==> config.mk <==
export PLATFORM = sky130hd
export DESIGN_NAME = gvn_mul
export DESIGN_NICKNAME = d
export VERILOG_FILES = /design/src/gvn_mul.sv
export SDC_FILE = /design/constraint.sdc
export NUM_CORES = 2
export LEC_CHECK = 0
export BUFFER_PORTS_ARGS = -buffer_cell sky130_fd_sc_hd__buf_2
export CORE_UTILIZATION = 35
export DETAILED_ROUTE_END_ITERATION = 10
export PLACE_DENSITY = 0.56
export SYNTH_ARGS = -nofsm -noshare
export SYNTH_HDL_FRONTEND = slang
export SYNTH_SLANG_ARGS = --single-unit
==> constraint.sdc <==
create_clock -name clk_i -period 15.21 [get_ports clk_i]
set_clock_uncertainty 0.15 [all_clocks]
set_input_delay 1.521 -clock clk_i [delete_from_list [all_inputs] [get_ports clk_i]]
set_output_delay 1.521 -clock clk_i [all_outputs]
set_load 0.05 [all_outputs]
==> src/gvn_mul.sv <==
// Shared 32x32 unsigned multiplier with registered product.
`default_nettype none
module gvn_mul (
  input  wire logic        clk_i,
  input  wire logic [31:0] a_i,
  input  wire logic [31:0] b_i,
  output logic      [63:0] p_o
);
  always_ff @(posedge clk_i) begin
    p_o <= 64'(a_i) * 64'(b_i);
  end
endmodule
`default_nettype wire

=== Yosys cells after proc, flatten, opt, wreduce, memory -nomap -nowiden ===
Cells that the tools add are included.

* $mul: 1

{| class="wikitable"
|+ Operators with widths
! kind !! number
|-
| $mul 32x32->64 || 1
|}

* Bits in registers: 64
* Bits of input ports: 65
* Output and inout bits: 64
* Logic and storage cells: 2

=== Depth between registers and ports, before layout ===
* Depth in word-level cells: 1
* Mapped depth: 29
* Mapped depth without buffers: 27

=== Least setup slack after synthesis ===
Ideal clock, no wire load.

* Path kind: input-to-reg
* Start point: in a_i[25]
* End point: reg p_o[62]
* Data arrival time: 8.202 ns
* Stages on the path: 25
* Data required time: 14.988 ns
* Slack: 6.786 ns
* Cell sequence: clkbuf_1 -> nand2_1 -> fa_1 -> inv_1 -> fa_1 -> inv_1 -> fa_1 -> inv_1 -> fa_1 -> fa_1 -> fa_1 -> fa_1 -> inv_1 -> fa_1 -> inv_1 -> ha_1 -> buf_2 -> nand4_1 -> or4_1 -> or3_1 -> a31oi_1 -> a31o_2 -> a211oi_1 -> o21ai_1 -> xor2_1

* Cells in the longest elaborated chain, start to end: 1

{| class="wikitable"
|+ RTL lines
! item !! line !! text
|-
| start, declared || 5 || <nowiki>input wire logic [31:0] a_i,</nowiki>
|-
| $mul 32x32->64 || 10 || <nowiki>p_o <= 64'(a_i) * 64'(b_i);</nowiki>
|-
| end signal, assigned || 10 ||
|-
| end, declared || 7 || <nowiki>output logic [63:0] p_o</nowiki>
|}

Every way passes these cells.

=== Worst setup path in the final report ===
Same ends and word-level chain as after synthesis.

==> flow_metrics.py <==
metrics = {
    "outcome": {
        "status": "finished clean",
    },
    "clock_tree": {
        "cts_hold_buf": 0,
        "cts_buffers": 9,
        "cts_setup_buffers": 0,
        "clock-root-buffer": "clkbuf_16",
        "clk_pin_slew_ns": 0.06,
        "clock_path_buffers": 2,
        "cts.sinks": 64,
        "cts_tree": "built",
        "cts_resized": 0,
        "htreeDepth": 3,
    },
    "route": {
        "vias": 24261,
        "viasPerCell": 4.89,
        "routed_wl_um": 94400,
        "drt_pass1_iterations": 5,
        "drc": 0,
        "wl_per_cell_um": 19.0,
        "drt-met1-wl_um": 37100,
        "top_layer_used": "met5",
        "ant_nets": 0,
        "wl_met3_um": 3600,
        "dr_wl_met2_um": 49700,
        "drtIter0Drc": 1265,
    },
    "cells_and_area": {
        "mostFrequentLayoutCells": "896 x fa_1, 865 x inv_1, 602 x and2_1",
        "fillers": 10094,
        "top_register": "p_o",
        "n_antenna_cell": 0,
        "reg.largest.list": "p_o: 64 flops",
        "layout.nets": 4897,
        "largest_reg_flops": 64,
        "drive_gt1_share_pct": 4.54,
        "fin_util_pct": 37.1,
        "syn2layout_area_growth_pct": 5.24,
        "final_common_cell": "fa_1",
        "finalInstanceArea_um2": 36500,
    },
    "synthesis": {
        "yosysWarnings": 0,
        "synth-edff-count": 0,
        "syn_inst": 3748,
        "yosysUniqueCellTypes": 57,
        "yosysSeqAreaShare_pct": 3.69,
        "synth_flop_cell": "dfxtp_1",
        "ys_seq_elements": 64,
        "synth_area_um2": 34700,
        "syn_avg_cell_area_um2": 9.25,
        "async_reset_ff_share_pct": 0,
        "syn-num-nets": 4972,
    },
    "worst_setup_path": {
        "cp.required_ns": 15.35,
        "crit_type": "in -> reg",
        "crit_path_end_kind": "flip-flop",
        "arrival_ns": 9.48,
        "start_kind": "input pin",
        "path_max_fanout": 32,
    },
    "sta": {
        "tns_ns": 0,
        "relSlewSlack_pct": 45.8,
        "rsz0062_at_grt": "no",
        "setup_viol_count_final": 0,
        "tightest_slew_ns": 0.813,
        "fmax_mhz": 107,
        "hold_viol": 0,
        "fin_crit_ns": 9.34,
        "slew_viol_final": 0,
        "hold_ws_ns": 1.63,
        "period_share_pct": 61.4,
    },
    "floorplan": {
        "die-area_um2": 100000,
        "io_pins": 129,
        "core-area_um2": 98300,
        "initial_core_util_pct": 35.3,
        "die_x_um": 317,
        "rows": 115,
        "die_y_um": 317,
    },
    "global_route": {
        "grt_antenna_before_repair": 5,
        "grt_pass1_vias": 26369,
        "track_usage_pct": 19.6,
        "grt_max_degree": 33,
        "grt.overflow.total": 0,
        "grt_first_pass_wirelength_um": 150000,
    },
    "placed_design": {
        "port_buffers": 128,
        "place_congestion": 0.869,
        "postPlaceCellArea_um2": 36100,
        "dp_hpwl_um": 77000,
    },
    "min_path": {
        "hp-class": "in -> reg",
    },
    "job": {
        "maxCapViolCount": 0,
    },
}
layout make-up:
class | count | area [µm²] | share of cell area (%)
Clock buffer | 10 | 239 | 0.655
Clock inverter | 6 | 115 | 0.315
Inverter | 865 | 3250 | 8.90
Multi-Input combinational cell | 2599 | 29300 | 80.3
Sequential cell | 64 | 1280 | 3.51
Tap cell | 1287 | 1610 | 4.41
Timing Repair Buffer | 134 | 686 | 1.88
cells in the mapped netlist (all sizes together), types with 3 or more instances:
cell type	count	area share, %
a211oi	3	0.065
a21boi	3	0.065
a21o	40	0.87
a21oi	66	0.99
a221o	4	0.12
a221oi	4	0.25
a31oi	12	0.22
and2	602	11
and3	14	0.25
and4	3	0.076
buf	7	0.097
clkbuf	213	2.3
dfxtp	64	3.7
fa	896	52
ha	263	9.5
inv	865	9.4
nand2	480	5.2
nand3	10	0.14
nand4	23	0.41
nor2	20	0.22
nor3	7	0.10
o21a	9	0.19
o21ai	26	0.38
o21bai	11	0.25
o221ai	3	0.076
o31ai	5	0.23
or2	3	0.054
or3	3	0.054
or4	3	0.065
xnor2	35	0.88
xor2	25	0.63
routing by layer:
layer  vias to the layer above  track usage, %
li1                      10694               -
met2                       627            35.7
met3                       169            1.97
met4                         4            7.06
met5                         -               0
met1                     12767            24.0
path summary, 6_finish.rpt:
| kind | depth (start not counted) | slack (ns) | startpoint | end |
|---|---|---|---|---|
| max | 24 | 5.87 | a_i[25] | p_o[62] |
| min | 3 | 1.63 | a_i[0] | p_o[0] |
critical path, cell delays in order:
cell and delay (ns):
buf_2 0.57, nand2_1 0.18, fa_1 0.57, inv_1 0.05
fa_1 0.52, inv_1 0.05, fa_1 0.52, inv_1 0.05
fa_1 0.48, fa_1 0.59, fa_1 0.43, fa_1 0.54
inv_1 0.06, fa_1 0.47, inv_1 0.04, ha_1 0.41
nand4_1 0.23, or4_1 0.46, or3_1 0.37, a31oi_1 0.59
a31o_2 0.31, a211oi_1 0.12, o21ai_1 0.17, xor2_1 0.15
logic make-up after synthesis:
kind of cell	Yosys count	synth area share [%]
AO/OA/AOI/OAI	202	4.15
XOR/XNOR	60	1.52
adder cells (fa/ha/maj)	1159	61.2
buffers and inverters	1085	11.8
flip-flops	64	3.69
multiplexers	1	0.0289
AND/OR/NAND/NOR	1177	17.6
metrics by stage:
stage,cells,setup slack (ns)
3_5_place_dp,4949,5.60
3_3_place_gp,4949,5.65
4_1_cts,4965,5.97
6_report,4965,5.87
2_1_floorplan,3748,6.79
5_1_grt,4965,5.56
Power is left out: the tool's default activity adds up to more than one toggle a clock period on the data nets, which glitch-free logic cannot reach.
